### src/rtl/efcf_pkg.sv
`timescale 1ns / 1ps

package efcf_pkg;

   localparam int COUNT_SATURATE = 127;
   localparam int CNT_W          = $clog2(COUNT_SATURATE + 1);

   localparam int MODE_W    = 3;
   localparam int MAC_W     = 48;
   localparam int ETYPE_W   = 16;
   localparam int IP_W      = 32;
   localparam int PROTO_W   = 8;
   localparam int PORT_W    = 16;
   localparam int CSR_IDX_W = 3;
   localparam int CSR_W     = 48;

   localparam logic [MODE_W-1:0] MODE_NONE  = 3'd0;
   localparam logic [MODE_W-1:0] MODE_MAC   = 3'd1;
   localparam logic [MODE_W-1:0] MODE_ETYPE = 3'd2;
   localparam logic [MODE_W-1:0] MODE_IP    = 3'd3;
   localparam logic [MODE_W-1:0] MODE_PROTO = 3'd4;
   localparam logic [MODE_W-1:0] MODE_PORT  = 3'd5;

   localparam logic [CSR_IDX_W-1:0] CSR_FILTER_MODE = 3'd0;
   localparam logic [CSR_IDX_W-1:0] CSR_MATCH_MAC   = 3'd1;
   localparam logic [CSR_IDX_W-1:0] CSR_MATCH_ETYPE = 3'd2;
   localparam logic [CSR_IDX_W-1:0] CSR_MATCH_IP    = 3'd3;
   localparam logic [CSR_IDX_W-1:0] CSR_MATCH_PROTO = 3'd4;
   localparam logic [CSR_IDX_W-1:0] CSR_MATCH_PORT  = 3'd5;

   localparam int POS_DST_MAC = 0;
   localparam int POS_SRC_MAC = 6;
   localparam int POS_TYPE_HI = 12;
   localparam int POS_TYPE_LO = 13;
   localparam int ETH_HDR     = 14;
   localparam int POS_PROTO   = 23;
   localparam int POS_SRC_IP  = 26;
   localparam int POS_DST_IP  = 30;
   localparam int IP_MIN_END  = 34;

   localparam logic [ETYPE_W-1:0] ETYPE_IPV4 = 16'h0800;
   localparam logic [PROTO_W-1:0] PROTO_TCP  = 8'd6;
   localparam logic [PROTO_W-1:0] PROTO_UDP  = 8'd17;
   localparam logic [3:0]         IHL_MASK   = 4'h0F;

   typedef logic [CNT_W-1:0] count_type;

endpackage

### src/rtl/ethernet_frame_capture_filter_top.sv
`timescale 1ns / 1ps

// Ethernet frame capture filter.
// req_ carries one frame byte per word in wire order, with tlast on the final
// byte. rsp_ returns one word per frame: the keep (1) or drop (0) verdict of
// the filter mode set through the csr_ write port.
// csr_ registers: 0 filter mode, 1 MAC, 2 EtherType, 3 IPv4 address,
// 4 IP protocol, 5 TCP/UDP port. Write them only while no frame is in flight.
// The verdict is registered and valid on rsp_ in the cycle after the last byte is taken.
// Throughput: one byte per cycle while req_tready is high; each byte passes one
// compare stage between the per-frame header registers and the verdict register.
// When the verdict register is full and rsp_tready is low, req_tready drops
// until the verdict is taken; the verdict holds steady meanwhile.
// Reset clears the configuration to zero (mode none), the per-frame state and
// the verdict register.
// The byte counter saturates at COUNT_SATURATE; later bytes are not inspected.
module ethernet_frame_capture_filter_top (
   input  logic                            clock,
   input  logic                            reset,
   input  logic                            req_tvalid,
   output logic                            req_tready,
   input  logic [7:0]                      req_tdata,   // [7:0] frame_byte
   input  logic                            req_tlast,   // end_of_frame
   output logic                            rsp_tvalid,
   input  logic                            rsp_tready,
   output logic [7:0]                      rsp_tdata,   // [0] keep_frame, [7:1] zero
   input  logic                            csr_we,
   input  logic [efcf_pkg::CSR_IDX_W-1:0]  csr_index,
   input  logic [efcf_pkg::CSR_W-1:0]      csr_wdata
);
   import efcf_pkg::*;

   logic [MODE_W-1:0]  filter_mode_ff;
   logic [MAC_W-1:0]   match_mac_ff;
   logic [ETYPE_W-1:0] match_etype_ff;
   logic [IP_W-1:0]    match_ip_ff;
   logic [PROTO_W-1:0] match_proto_ff;
   logic [PORT_W-1:0]  match_port_ff;

   count_type          byte_index_ff, byte_index_in;
   logic               dst_mac_eq_ff, dst_mac_eq_in;
   logic               src_mac_eq_ff, src_mac_eq_in;
   logic [ETYPE_W-1:0] type_field_ff, type_field_in;
   logic [3:0]         header_words_ff, header_words_in;
   logic [PROTO_W-1:0] proto_field_ff, proto_field_in;
   logic               src_ip_eq_ff, src_ip_eq_in;
   logic               dst_ip_eq_ff, dst_ip_eq_in;
   logic               src_port_eq_ff, src_port_eq_in;
   logic               dst_port_eq_ff, dst_port_eq_in;

   logic               rsp_valid_ff, rsp_valid_in;
   logic               keep_ff, keep_in;

   logic               accept;
   count_type          pos;
   logic [CNT_W:0]     frame_len;
   logic [7:0]         b;
   count_type          port_t, port_off;
   logic [2:0]         mac_k;
   logic [1:0]         ip_k;
   logic [3:0]         hw_eff;
   logic               in_port;
   logic [7:0]         mac_sel, ip_sel, port_sel;
   logic               verdict;

   function automatic logic [7:0] sel_mac(input logic [MAC_W-1:0] mac, input logic [2:0] k);
      logic [7:0] r;
      unique case (k)
         3'd0:    r = mac[47:40];
         3'd1:    r = mac[39:32];
         3'd2:    r = mac[31:24];
         3'd3:    r = mac[23:16];
         3'd4:    r = mac[15:8];
         default: r = mac[7:0];
      endcase
      return r;
   endfunction

   function automatic logic [7:0] sel_ip(input logic [IP_W-1:0] ip, input logic [1:0] k);
      logic [7:0] r;
      unique case (k)
         2'd0:    r = ip[31:24];
         2'd1:    r = ip[23:16];
         2'd2:    r = ip[15:8];
         default: r = ip[7:0];
      endcase
      return r;
   endfunction

   assign req_tready = !rsp_valid_ff || rsp_tready;
   assign accept     = req_tvalid && req_tready;
   assign rsp_tvalid = rsp_valid_ff;
   assign rsp_tdata  = {7'd0, keep_ff};

   assign pos       = byte_index_ff;
   assign b         = req_tdata;
   assign frame_len = {1'b0, pos} + (CNT_W+1)'(1);

   assign mac_k    = 3'((pos < CNT_W'(POS_SRC_MAC)) ? pos : pos - CNT_W'(POS_SRC_MAC));
   assign ip_k     = 2'((pos < CNT_W'(POS_DST_IP)) ? pos - CNT_W'(POS_SRC_IP)
                                                   : pos - CNT_W'(POS_DST_IP));
   assign mac_sel  = sel_mac(match_mac_ff, mac_k);
   assign ip_sel   = sel_ip(match_ip_ff, ip_k);

   assign hw_eff   = (pos == CNT_W'(ETH_HDR)) ? (b[3:0] & IHL_MASK) : header_words_ff;
   assign port_t   = CNT_W'(ETH_HDR) + CNT_W'({hw_eff, 2'b00});
   assign port_off = pos - port_t;
   assign in_port  = (pos >= CNT_W'(ETH_HDR)) && (pos >= port_t) &&
                     (port_off < CNT_W'(4));
   assign port_sel = port_off[0] ? match_port_ff[7:0] : match_port_ff[15:8];

   always_comb begin
      dst_mac_eq_in   = dst_mac_eq_ff;
      src_mac_eq_in   = src_mac_eq_ff;
      type_field_in   = type_field_ff;
      header_words_in = header_words_ff;
      proto_field_in  = proto_field_ff;
      src_ip_eq_in    = src_ip_eq_ff;
      dst_ip_eq_in    = dst_ip_eq_ff;
      src_port_eq_in  = src_port_eq_ff;
      dst_port_eq_in  = dst_port_eq_ff;

      priority if (pos < CNT_W'(POS_SRC_MAC)) begin
         if (b != mac_sel) dst_mac_eq_in = 1'b0;
      end else if (pos < CNT_W'(POS_TYPE_HI)) begin
         if (b != mac_sel) src_mac_eq_in = 1'b0;
      end else if (pos == CNT_W'(POS_TYPE_HI)) begin
         type_field_in[15:8] = b;
      end else if (pos == CNT_W'(POS_TYPE_LO)) begin
         type_field_in[7:0] = b;
      end else if (pos == CNT_W'(ETH_HDR)) begin
         header_words_in = b[3:0] & IHL_MASK;
      end else if (pos == CNT_W'(POS_PROTO)) begin
         proto_field_in = b;
      end else if (pos >= CNT_W'(POS_SRC_IP) && pos < CNT_W'(POS_DST_IP)) begin
         if (b != ip_sel) src_ip_eq_in = 1'b0;
      end else if (pos >= CNT_W'(POS_DST_IP) && pos < CNT_W'(IP_MIN_END)) begin
         if (b != ip_sel) dst_ip_eq_in = 1'b0;
      end else begin
      end

      if (in_port && (b != port_sel)) begin
         if (port_off[1]) dst_port_eq_in = 1'b0;
         else             src_port_eq_in = 1'b0;
      end
   end

   always_comb begin
      priority if (filter_mode_ff == MODE_NONE) begin
         verdict = 1'b1;
      end else if (frame_len < (CNT_W+1)'(ETH_HDR)) begin
         verdict = 1'b0;
      end else if (filter_mode_ff == MODE_MAC) begin
         verdict = dst_mac_eq_in || src_mac_eq_in;
      end else if (filter_mode_ff == MODE_ETYPE) begin
         verdict = (type_field_in == match_etype_ff);
      end else if (type_field_in != ETYPE_IPV4) begin
         verdict = 1'b0;
      end else if (frame_len < (CNT_W+1)'(IP_MIN_END)) begin
         verdict = 1'b0;
      end else if (filter_mode_ff == MODE_IP) begin
         verdict = src_ip_eq_in || dst_ip_eq_in;
      end else if (filter_mode_ff == MODE_PROTO) begin
         verdict = (proto_field_in == match_proto_ff);
      end else if (filter_mode_ff == MODE_PORT) begin
         verdict = ((proto_field_in == PROTO_TCP) || (proto_field_in == PROTO_UDP)) &&
                   (frame_len >= (CNT_W+1)'(ETH_HDR + 4) +
                                 (CNT_W+1)'({header_words_in, 2'b00})) &&
                   (src_port_eq_in || dst_port_eq_in);
      end else begin
         verdict = 1'b1;
      end
   end

   always_comb begin
      if (pos < CNT_W'(COUNT_SATURATE)) byte_index_in = pos + CNT_W'(1);
      else                              byte_index_in = pos;
      rsp_valid_in = rsp_valid_ff && !rsp_tready;
      keep_in      = keep_ff;
      if (accept && req_tlast) begin
         rsp_valid_in = 1'b1;
         keep_in      = verdict;
      end
   end

   always_ff @(posedge clock) begin
      if (reset) begin
         filter_mode_ff <= MODE_NONE;
         match_mac_ff   <= '0;
         match_etype_ff <= '0;
         match_ip_ff    <= '0;
         match_proto_ff <= '0;
         match_port_ff  <= '0;
      end else if (csr_we) begin
         unique case (csr_index)
            CSR_FILTER_MODE: filter_mode_ff <= csr_wdata[MODE_W-1:0];
            CSR_MATCH_MAC:   match_mac_ff   <= csr_wdata[MAC_W-1:0];
            CSR_MATCH_ETYPE: match_etype_ff <= csr_wdata[ETYPE_W-1:0];
            CSR_MATCH_IP:    match_ip_ff    <= csr_wdata[IP_W-1:0];
            CSR_MATCH_PROTO: match_proto_ff <= csr_wdata[PROTO_W-1:0];
            CSR_MATCH_PORT:  match_port_ff  <= csr_wdata[PORT_W-1:0];
            default: begin
            end
         endcase
      end
   end

   always_ff @(posedge clock) begin
      if (reset || (accept && req_tlast)) begin
         byte_index_ff   <= '0;
         dst_mac_eq_ff   <= 1'b1;
         src_mac_eq_ff   <= 1'b1;
         type_field_ff   <= '0;
         header_words_ff <= '0;
         proto_field_ff  <= '0;
         src_ip_eq_ff    <= 1'b1;
         dst_ip_eq_ff    <= 1'b1;
         src_port_eq_ff  <= 1'b1;
         dst_port_eq_ff  <= 1'b1;
      end else if (accept) begin
         byte_index_ff   <= byte_index_in;
         dst_mac_eq_ff   <= dst_mac_eq_in;
         src_mac_eq_ff   <= src_mac_eq_in;
         type_field_ff   <= type_field_in;
         header_words_ff <= header_words_in;
         proto_field_ff  <= proto_field_in;
         src_ip_eq_ff    <= src_ip_eq_in;
         dst_ip_eq_ff    <= dst_ip_eq_in;
         src_port_eq_ff  <= src_port_eq_in;
         dst_port_eq_ff  <= dst_port_eq_in;
      end
   end

   always_ff @(posedge clock) begin
      if (reset) rsp_valid_ff <= 1'b0;
      else       rsp_valid_ff <= rsp_valid_in;
   end

   always_ff @(posedge clock) begin
      if (reset) keep_ff <= 1'b0;
      else       keep_ff <= keep_in;
   end

endmodule

### config.mk
export PLATFORM = sky130hd
export DESIGN_NAME = ethernet_frame_capture_filter_top
export DESIGN_NICKNAME = d
export VERILOG_FILES = /design/src/rtl/efcf_pkg.sv /design/src/rtl/ethernet_frame_capture_filter_top.sv
export SDC_FILE = /design/constraint.sdc
export NUM_CORES = 1
export LEC_CHECK = 0
export BUFFER_PORTS_ARGS = -buffer_cell sky130_fd_sc_hd__buf_2
export CELL_PAD_IN_SITES_DETAIL_PLACEMENT = 0
export CELL_PAD_IN_SITES_GLOBAL_PLACEMENT = 1
export CORE_ASPECT_RATIO = 0.7
export CORE_MARGIN = 3
export CORE_UTILIZATION = 48
export DETAILED_ROUTE_END_ITERATION = 6
export PLACE_DENSITY = 0.95
export SKIP_LAST_GASP = 1
export SYNTH_ARGS = -nofsm -noshare
export SYNTH_HDL_FRONTEND = slang
export SYNTH_SLANG_ARGS = --single-unit
### constraint.sdc
create_clock -name clock -period 6.75 [get_ports clock]
set_input_delay 0.675 -clock clock [delete_from_list [all_inputs] [get_ports clock]]
set_output_delay 0.675 -clock clock [all_outputs]
set_load 0.01 [all_outputs]
==> flow_summary.yaml, run 1 <==
clocking:
  post_cts_buffers: 0
  htreeDepth: 4
  cts.sinks: 166
  clock_path_buffers: 2
  cts_buffers: 17
  cts_resized: 0
  cts.root.buffer_cell: "clkbuf_16"
  clk_pin_slew_ps: 70
  clock_latency_ps: 440
  cts-hold-fix-buffers: 0
  cts_tree: "built"
synth:
  yosys-top-cells-count: "nand2_1 (316), a21oi_1 (174), dfxtp_1 (166)"
  ys_seq_elements: 166
  ys_async_sr_fraction_pct: 0
  synth.avg_cell_area_um2: 7.56
  synth_warnings: 0
  synth_top_cell_by_area: "dfxtp_1"
  synth_cells: 1196
  synth_area_leaders: "dfxtp_1 (37%), nand2_1 (13%), a21oi_1 (9.6%)"
  synth.top_cell.area_share_pct: 36.7
  synth_cell_type_count: 78
  synth-edff-count: 0
  synth_ff_type: "dfxtp_1"
  mappedNetlistArea_mm2: 0.00905
  yosysMostFrequentCell: "nand2_1"
  yosysSeqAreaShare_pct: 36.7
timing:
  rsz0062_at_grt: "false"
  slew-limit-headroom_pct: 21.1
  finalHoldViolCount: 0
  fin_setup_tns_ps: 0
  setup_viol: 0
  slew_violations: 0
  hold-worst-slack_ps: 456
  fin_crit_sh_pct: 76.4
  fmax_ghz: 0.194
  fin_skew_ps: 10.5
  min_period_ps: 5160
  worst_pin_slew_ps: 1180
die:
  dieWidth_um: 170
  coreArea_mm2: 0.0183
  die_area_mm2: 0.0206
  fp.dieH_um: 121
  start_util_pct: 49.5
  io_pins: 75
  row_count: 41
setup_path:
  crit_slowest_cell: "or4b_2"
  path_max_fanout: 34
  critPathBufInv: 2
  worst_setup_path_start_kind: "register"
  regToRegStartpoint: "byte_index_ff[0]$_SDFFE_PP0P_"
  r2r.worst_path.cells: 18
  crit_path_end_kind: "register"
  cp.arrival_ps: 5480
  slowest_delay_ps: 640
  crit_chain: "buf_4 -> clkinv_1 -> ha_1 -> nand3_1 -> nand2_1 -> o21ai_1 -> nor2_1 -> o32ai_1 -> xnor2_1 -> ha_1 -> o21ai_0 -> a211oi_1 -> nand4_1 -> a21oi_1 -> a311oi_1 -> or4b_2 -> a31oi_1 -> nor2_1"
  required_ps: 7070
  crit_type: "register to register"
  worstReg2RegEnd: "keep_ff$_SDFFE_PP0P_"
  reg2reg_setup_slack_ps: 1590
  cp_top_family: "compound AO/OA/AOI/OAI gates"
route:
  drc: 0
  first_iter_violations: 1277
  totalWireLength_mm: 27.8
  wl_per_cell_um: 19.0
  num_vias: 8770
  detail-route-antenna-nets: 0
  vias_per_cell: 6.02
  drt_pass1_iterations: 7
layout:
  fillCellCount: 1784
  antenna_cells: 0
  areaGrowthSynthToFinish_pct: 10.3
  stdcell_area_mm2: 0.00997
  final_util_pct: 54.6
  layout.nets: 1295
  drive_gt1_share_pct: 10.8
min_path:
  hold_class: "register to register"
  hold_path_depth: 2
  min_from: "match_mac_ff[16]$_SDFFE_PP0P_"
  holdPathEnd: "match_mac_ff[16]$_SDFFE_PP0P_"
power_and_ir_drop:
  power.density_mw_per_mm2: 226
  max-vdd-ir-drop_uv: 150
  p_leak_nw: 3.43
run:
  maxCapViolCount: 0
placed_design:
  placed_area_mm2: 0.00937
  gp_congestion: 0.989
  io_buffers: 67
  dpl.hpwl_mm: 19.3
global_route:
  grt_pass1_vias: 7976
  antenna_found_initial: 0
  track_usage_pct: 27.0
  grt_start_max_net_pins: 74
  grt_pass1_wl_mm: 43.7
  grt-ovfl-total: 0
run_status:
  status: "finished, final reports clean"
==> layout by cell type, fill, tap and decap left out, types with 8 or more instances in the layout <==
cell	count
inv_1	39
buf_2	66
a21oi_1	174
o22ai_1	20
nor4_1	13
nand3_1	15
o21ai_0	34
mux2i_1	50
xnor2_1	35
nand2_1	316
clkbuf_16	17
a222oi_1	12
buf_4	8
nor2_1	51
nor3_1	16
ha_1	20
dfxtp_1	166
==> layout make-up <==
cell class	instances	area (µm²)	area share, %
sequential	166	3320	33.3
clock inverter	15	180	1.81
clock buffer	17	425	4.26
tap	236	295	2.96
timing repair buffer	74	390	3.91
multi-input combinational	907	5200	52.1
inverter	43	161	1.62
==> how the worst max path moves through the flow <==
stage | start | endpoint | slack, ps | cells after the start
2_1_floorplan | byte_index_ff[0]$_SDFFE_PP0P_ | keep_ff$_SDFFE_PP0P_ | 2630 | 19
3_3_place_gp | byte_index_ff[0]$_SDFFE_PP0P_ | keep_ff$_SDFFE_PP0P_ | 1910 | 18
3_5_place_dp | byte_index_ff[0]$_SDFFE_PP0P_ | keep_ff$_SDFFE_PP0P_ | 1710 | 18
4_1_cts | byte_index_ff[0]$_SDFFE_PP0P_ | keep_ff$_SDFFE_PP0P_ | 1690 | 18
5_1_grt | byte_index_ff[0]$_SDFFE_PP0P_ | keep_ff$_SDFFE_PP0P_ | 1130 | 18
6_report | byte_index_ff[0]$_SDFFE_PP0P_ | keep_ff$_SDFFE_PP0P_ | 1590 | 18
==> through the flow <==
stage                     setup slack (ps)  power (W)  cells
after floorplan                       2630    0.00120   1202
after global placement                1910    0.00127   1426
after detailed placement              1710    0.00128   1426
after CTS                             1690    0.00226   1458
after global routing                  1130    0.00233   1458
final                                 1590    0.00226   1458
==> report_power, final <==
part / total (W) / switching [W] / internal (W)
logic: 0.000247 / 0.000163 / 0.0000839
clock network: 0.000997 / 0.000464 / 0.000533
registers: 0.00101 / 0.0000171 / 0.000998
==> registers in the layout, indices dropped and copies added, names as in the netlist, 3 cells and up <==
| register | flops |
|---|---|
| match_mac_ff | 48 |
| match_ip_ff | 32 |
| match_etype_ff | 16 |
| match_port_ff | 16 |
| type_field_ff | 16 |
| match_proto_ff | 8 |
| proto_field_ff | 8 |
| byte_index_ff | 7 |
| header_words_ff | 4 |
| filter_mode_ff | 3 |
==> worst min-delay path: stages (launching register included) <==
cell and delay [ps]:
dfxtp_1 310, nand2_1 50, a21oi_1 50
==> metal layers <==
layer | global-route usage (%) | part of all wire [%] | vias to the layer above
met2 | 38.6 | 42 | 472
met1 | 41.2 | 46 | 4084
met4 | 5.32 | 1.6 | 0
li1 | - | - | 4162
met5 | 0 | 0 | -
met3 | 6.35 | 11 | 52
==> logic make-up (layout without fill, tap and decap cells) <==
logic type,after synthesis,count (layout),synth area share (%)
AO/OA/AOI/OAI,309,309,20.6
XOR/XNOR,41,41,3.97
other,1,7,0.0415
buffers and inverters,129,149,6.13
AND/OR/NAND/NOR,475,475,23.5
flip-flops,166,166,36.7
adder cells (fa/ha/maj),21,21,2.99
multiplexers,54,54,6.07
(Power assumes the default switching activity.)
==> run 2: changes to the inputs <==
- ABC_AREA: default -> 1
- CORE_UTILIZATION: 48 -> 39
- PLACE_DENSITY: 0.95 -> 0.85
- clock period: 6.75 -> 4.2 ns (I/O delays scaled with it)
==> run 2 against run 1 <==
Clock skew rose by 0.74 ps. Largest power group unchanged. Via count is 2.1% lower. Total power increased by 72%. Sequential share of layout area fell by 0.13 points. Flip-flop and latch count unchanged. Global-route usage decreased by 4.0 points. Synthesized area is 2.0% lower. Routed wire length grew 1.3%. Core utilization down 9.1 points.
==> flow_summary.yaml, run 2 <==
global_route:
  grt_use_met1_pct: 35.7
  top_usage_layer: "met1"
  grt_util_met3_pct: 6.18
  use_met2_pct: 31.3
  track_usage_pct: 23.0
  grt_pass1_wl_mm: 43.9
  grt-ovfl-total: 0
  grt_pass1_vias: 7828
  antenna_found_initial: 0
  grt_start_max_net_pins: 75
layout:
  layout_commonest_cell: "nand2_1"
  layout.nets: 1441
  areaGrowthSynthToFinish_pct: 12.9
  final_util_pct: 45.5
  largest_reg_flops: 48
  reg_top3: "match_mac_ff (48), match_ip_ff (32)"
  largest-register: "match_mac_ff"
  mostFrequentLayoutCells: "nand2_1 (209), o21ai_0 (195), nor2_1 (194)"
  drive_gt1_share_pct: 11.0
  stdcell_area_mm2: 0.0100
  antenna_cells: 0
  stdcell_count: 1672
synth:
  synth_cells: 1312
  synth_area_leaders: "dfxtp_1 (37%), o21ai_0 (11%), nand2_1 (8.8%)"
  synth_top_cell_by_area: "dfxtp_1"
  mappedNetlistArea_mm2: 0.00887
  synth_warnings: 0
  yosysMostFrequentCell: "nand2_1"
  synth.avg_cell_area_um2: 6.76
  synth-edff-count: 0
  yosysSeqAreaShare_pct: 37.5
  synth.top_cell.area_share_pct: 37.5
  yosys-top-cells-count: "nand2_1 (209), o21ai_0 (198), nor2_1 (195)"
  synth_ff_type: "dfxtp_1"
  ys_seq_elements: 166
  synth_cell_type_count: 45
  ys_async_sr_fraction_pct: 0
run_status:
  status: "finished, final reports clean"
setup_path:
  path_max_fanout: 8
  crit_path_end_kind: "register"
  worst-path-stages: 25
  r2r.worst_path.cells: 25
  crit_top_cell: "nand2_1"
  worst_setup_path_start_kind: "register"
  startpoint: "byte_index_ff[3]$_SDFFE_PP0P_"
  cp.arrival_ps: 3990
  crit_slowest_cell: "dfxtp_1"
  required_ps: 4520
  crit_type: "register to register"
  regToRegStartpoint: "byte_index_ff[3]$_SDFFE_PP0P_"
  cp_top_family: "simple AND/OR/NAND/NOR gates"
  critPathBufInv: 1
  slowest_delay_ps: 550
power_and_ir_drop:
  max-vdd-ir-drop_uv: 292
  total_power_w: 0.00388
  p_leak_nw: 4.64
  power.density_mw_per_mm2: 388
run:
  maxCapViolCount: 0
die:
  io_pins: 75
  die_area_mm2: 0.0246
  dieWidth_um: 186
  fp.dieH_um: 132
  coreArea_mm2: 0.0220
  start_util_pct: 40.3
  row_count: 45
clocking:
  clock_latency_ps: 440
  htreeDepth: 4
  clk_pin_slew_ps: 70
  cts_tree: "built"
  cts-hold-fix-buffers: 0
  clock_path_buffers: 2
  cts_buffers: 17
  cts.sinks: 166
  cts.root.buffer_cell: "clkbuf_16"
timing:
  worst_pin_slew_ps: 827
  fin_skew_ps: 11.3
  min_period_ps: 3670
  fin_crit_sh_pct: 87.5
  finalHoldViolCount: 0
  slew_violations: 0
  fmax_ghz: 0.272
  fin_setup_tns_ps: 0
  rsz0062_at_grt: "false"
  slew-limit-headroom_pct: 44.5
  setup_viol: 0
route:
  totalWireLength_mm: 28.1
  vias_per_cell: 5.14
  detail-route-antenna-nets: 0
  drc: 0
  first_iter_violations: 786
  drt_pass1_iterations: 5
  num_vias: 8586
  wl_per_cell_um: 16.8
min_path:
  hold_path_depth: 3
  hold_class: "input pin to register"
  min_from: "csr_wdata[37]"
placed_design:
  dp_cells: 1641
  gp_congestion: 0.907
  io_buffers: 67
  dpl.hpwl_mm: 20.5
  placed_area_mm2: 0.00942
## run 2: timing repair
item / in CTS / in global routing
setup endpoints to repair: 0 / 1
setup buffers: 0 / 0
gates resized for setup: 0 / 5
## run 2: cells by family after synthesis
| family | synth area share [%] |
|---|---|
| flip-flops | 37.5 |
| adder cells (fa/ha/maj) | 3.05 |
| XOR/XNOR | 3.56 |
| buffers and inverters | 11.2 |
| AND/OR/NAND/NOR | 24.8 |
| other | 0.0423 |
| AO/OA/AOI/OAI | 20.0 |
## run 2: area by class of cell
type                       count  area (µm²)
clock buffer                  18         429
clock inverter                13         155
fill                        2305       12000
inverter                     174         656
multi-input combinational    910        4590
sequential                   166        3320
tap                          305         382
timing repair buffer          86         478
## run 2: worst reg2reg max path: stages, from the launching register on
cell and delay, ps:
dfxtp_1 550, nand2_1 180, nor2_1 120, nand2_1 140, inv_1 160, nand2_1 60, o21ai_1 170, nand2_1 160
xnor2_1 160, ha_1 380, nand2_1 70, o21ai_0 190, or2_2 140, nand3_1 70, nor2_1 110, nand3_1 100
o21ai_0 220, nand2_1 120, nand2_1 80, nand2_1 40, nand2_1 50, nor2_1 40, nor2_1 80, nor2_1 40
nand2_1 80, a21oi_2 50
## run 2: path summary, 6_finish.rpt
path / end / slack (ps)
max: keep_ff$_SDFFE_PP0P_ / 530
min: match_mac_ff[37]$_SDFFE_PP0P_ / 200
max reg2reg: keep_ff$_SDFFE_PP0P_ / 530
min reg2reg: match_ip_ff[7]$_SDFFE_PP0P_ / 450
## run 2: per-stage QoR
stage	hold WS, ps	worst slack (ps)
floorplan	420	319
global placement	435	543
detailed placement	436	398
CTS	195	358
global route	192	54.1
finish	201	526
## run 2: metal layers
metal	wire, µm	share of wire [%]	up-vias
met5	0	0	-
met4	361	1.3	0
met3	2680	9.5	25
met2	11300	40	296
met1	13800	49	3945
li1	-	-	4320
## run 2: report_power, final
group | leakage [nW] | total [W] | switching [W] | internal [W]
clock | 0.287 | 0.00160 | 0.000672 | 0.000930
sequential | 1.35 | 0.00168 | 0.0000369 | 0.00164
combinational | 3.00 | 0.000607 | 0.000417 | 0.000190
total | 4.64 | 0.00388 | 0.00113 | 0.00276
==> run 3: changes to the inputs <==
- REMOVE_ABC_BUFFERS: default -> 1
- SKIP_CTS_REPAIR_TIMING: default -> 1
==> run 3 against run 2 <==
Clock power about the same. Count of clock-buffer cells in the layout rose by 1. Register-to-register slack worse by 20 ps. Via count shrank 0.80%. Worst setup slack got worse by 17 ps. Sequential power about the same. Non-clock buffer count fell by 3. Combinational power is essentially flat. Core utilization decreased by 0.13 points. Critical path type unchanged. Highest routed layer unchanged.
==> flow_summary.yaml, run 3 (same netlist as run 2, synthesis figures left out) <==
run_status:
  status: "finished, final reports clean"
layout:
  reg_top3: "match_mac_ff (48), match_ip_ff (32)"
  drive_gt1_share_pct: 11.0
  mostFrequentLayoutCells: "nand2_1 (209), o21ai_0 (195), nor2_1 (194)"
  stdcell_count: 1670
  largest_reg_flops: 48
  largest-register: "match_mac_ff"
  layout_commonest_cell: "nand2_1"
  antenna_cells: 0
  multi_input_area_mm2: 0.00459
  layout.nets: 1438
  regArea_mm2: 0.00332
  fillCellCount: 2314
  areaGrowthSynthToFinish_pct: 12.6
setup_path:
  crit_slowest_cell: "dfxtp_1"
  crit_top_cell: "nand2_1"
  startpoint: "byte_index_ff[5]$_SDFFE_PP0P_"
  cp_top_family: "simple AND/OR/NAND/NOR gates"
  crit_type: "register to register"
  cp.arrival_ps: 4010
  critPathBufInv: 2
  slowest_delay_ps: 420
  regToRegStartpoint: "byte_index_ff[5]$_SDFFE_PP0P_"
  worst_setup_path_start_kind: "register"
  path_max_fanout: 9
  crit_path_end_kind: "register"
  required_ps: 4520
clocking:
  clock_path_buffers: 2
  cts.root.buffer_cell: "clkbuf_16"
  clock_latency_ps: 440
  htreeDepth: 4
  cts.sinks: 166
  cts_tree: "built"
  clk_pin_slew_ps: 80
  cts_buffers: 17
timing:
  hold-worst-slack_ps: 200
  slew_violations: 0
  min_period_ps: 3690
  fin_skew_ps: 11.4
  fin_crit_sh_pct: 87.9
  slew-limit-headroom_pct: 21.6
  fin_setup_tns_ps: 0
  worst_pin_slew_ps: 1170
  setup_viol: 0
  setup_ws_ps: 509
  fmax_ghz: 0.271
  finalHoldViolCount: 0
route:
  num_vias: 8517
  first_iter_violations: 836
  detail-route-antenna-nets: 0
  drt_pass1_iterations: 6
  vias_per_cell: 5.10
  totalWireLength_mm: 27.4
  drc: 0
  wl_per_cell_um: 16.4
global_route:
  grt_start_max_net_pins: 65
  grt_pass1_wl_mm: 43.3
  grt-ovfl-total: 0
  antenna_found_initial: 0
  track_usage_pct: 22.4
  grt_pass1_vias: 7644
placed_design:
  dp_cells: 1638
  dpl.hpwl_mm: 19.4
  pre_cts_ws_ps: 370
  io_buffers: 67
  gp_congestion: 0.865
die:
  fp.dieH_um: 132
  io_pins: 75
  row_count: 45
  dieWidth_um: 186
  coreArea_mm2: 0.0220
  start_util_pct: 40.3
  die_area_mm2: 0.0246
power_and_ir_drop:
  switching_share_pct: 30.5
  power.switching_w: 0.00117
  p_leak_nw: 4.63
  pwr-share-seq_pct: 43.4
  p_int_w: 0.00268
  power.density_mw_per_mm2: 386
  clkPwrFrac_pct: 40.8
  max-vdd-ir-drop_uv: 266
  comb_power_share_pct: 15.8
  total_power_w: 0.00385
run:
  maxCapViolCount: 0
min_path:
  hold_class: "input pin to register"
  min_from: "csr_wdata[36]"
-- run 3: layout make-up --
cell class                 instances  area share [%]
timing repair buffer              83            4.56
clock inverter                    13            1.37
sequential                       166            33.3
clock buffer                      19            4.44
inverter                         174            6.57
multi-input combinational        910            46.0
tap                              305            3.82
-- run 3: worst reg2reg max path: stages, from the launching register on --
cell	delay [ps]
dfxtp_1	420
nor2_8	240
nand2_4	100
inv_4	90
nand2_1	130
inv_1	150
nand2_1	70
o21ai_1	210
nand2_1	170
xnor2_1	160
ha_1	370
nand2_1	70
o21ai_0	180
or2_2	140
nand3_1	70
nor2_1	120
nand3_1	100
o21ai_0	220
nand2_1	130
nand2_1	70
nand2_1	40
nand2_1	60
nor2_1	40
nor2_1	80
nor2_1	40
nand2_1	70
a21oi_2	50
-- run 3: per-layer routing --
layer	up-vias	global-route usage [%]	routed length (µm)
met3	27	4.50	2120
li1	4322	-	-
met5	-	0	0
met2	272	31.0	11100
met1	3896	35.7	13900
met4	0	4.13	280
-- run 3: path summary, 6_finish.rpt --
check                                  endpoint  slack, ps  depth (start not counted)
hold / removal    match_mac_ff[36]$_SDFFE_PP0P_        200                          3
setup / recovery           keep_ff$_SDFFE_PP0P_        510                         26
setup reg to reg           keep_ff$_SDFFE_PP0P_        510                         26
hold reg to reg     match_ip_ff[0]$_SDFFE_PP0P_        450                          2
-- run 3: stage by stage --
step / area [µm²] / utilization (%)
final: 9990 / 45.4
after global routing: 9990 / 45.4
after CTS: 9980 / 45.3
after detailed placement: 9400 / 42.7
after global placement: 9400 / 42.7
after floorplan: 8560 / -
-- run 3: power groups by stage --
stage	registers, W	logic, W	clock network (W)
floorplan	0.00171	0.000375	0
global placement	0.00171	0.000589	0
detailed placement	0.00171	0.000596	0
CTS	0.00167	0.000599	0.00159
global route	0.00168	0.000685	0.00165
finish	0.00167	0.000607	0.00157
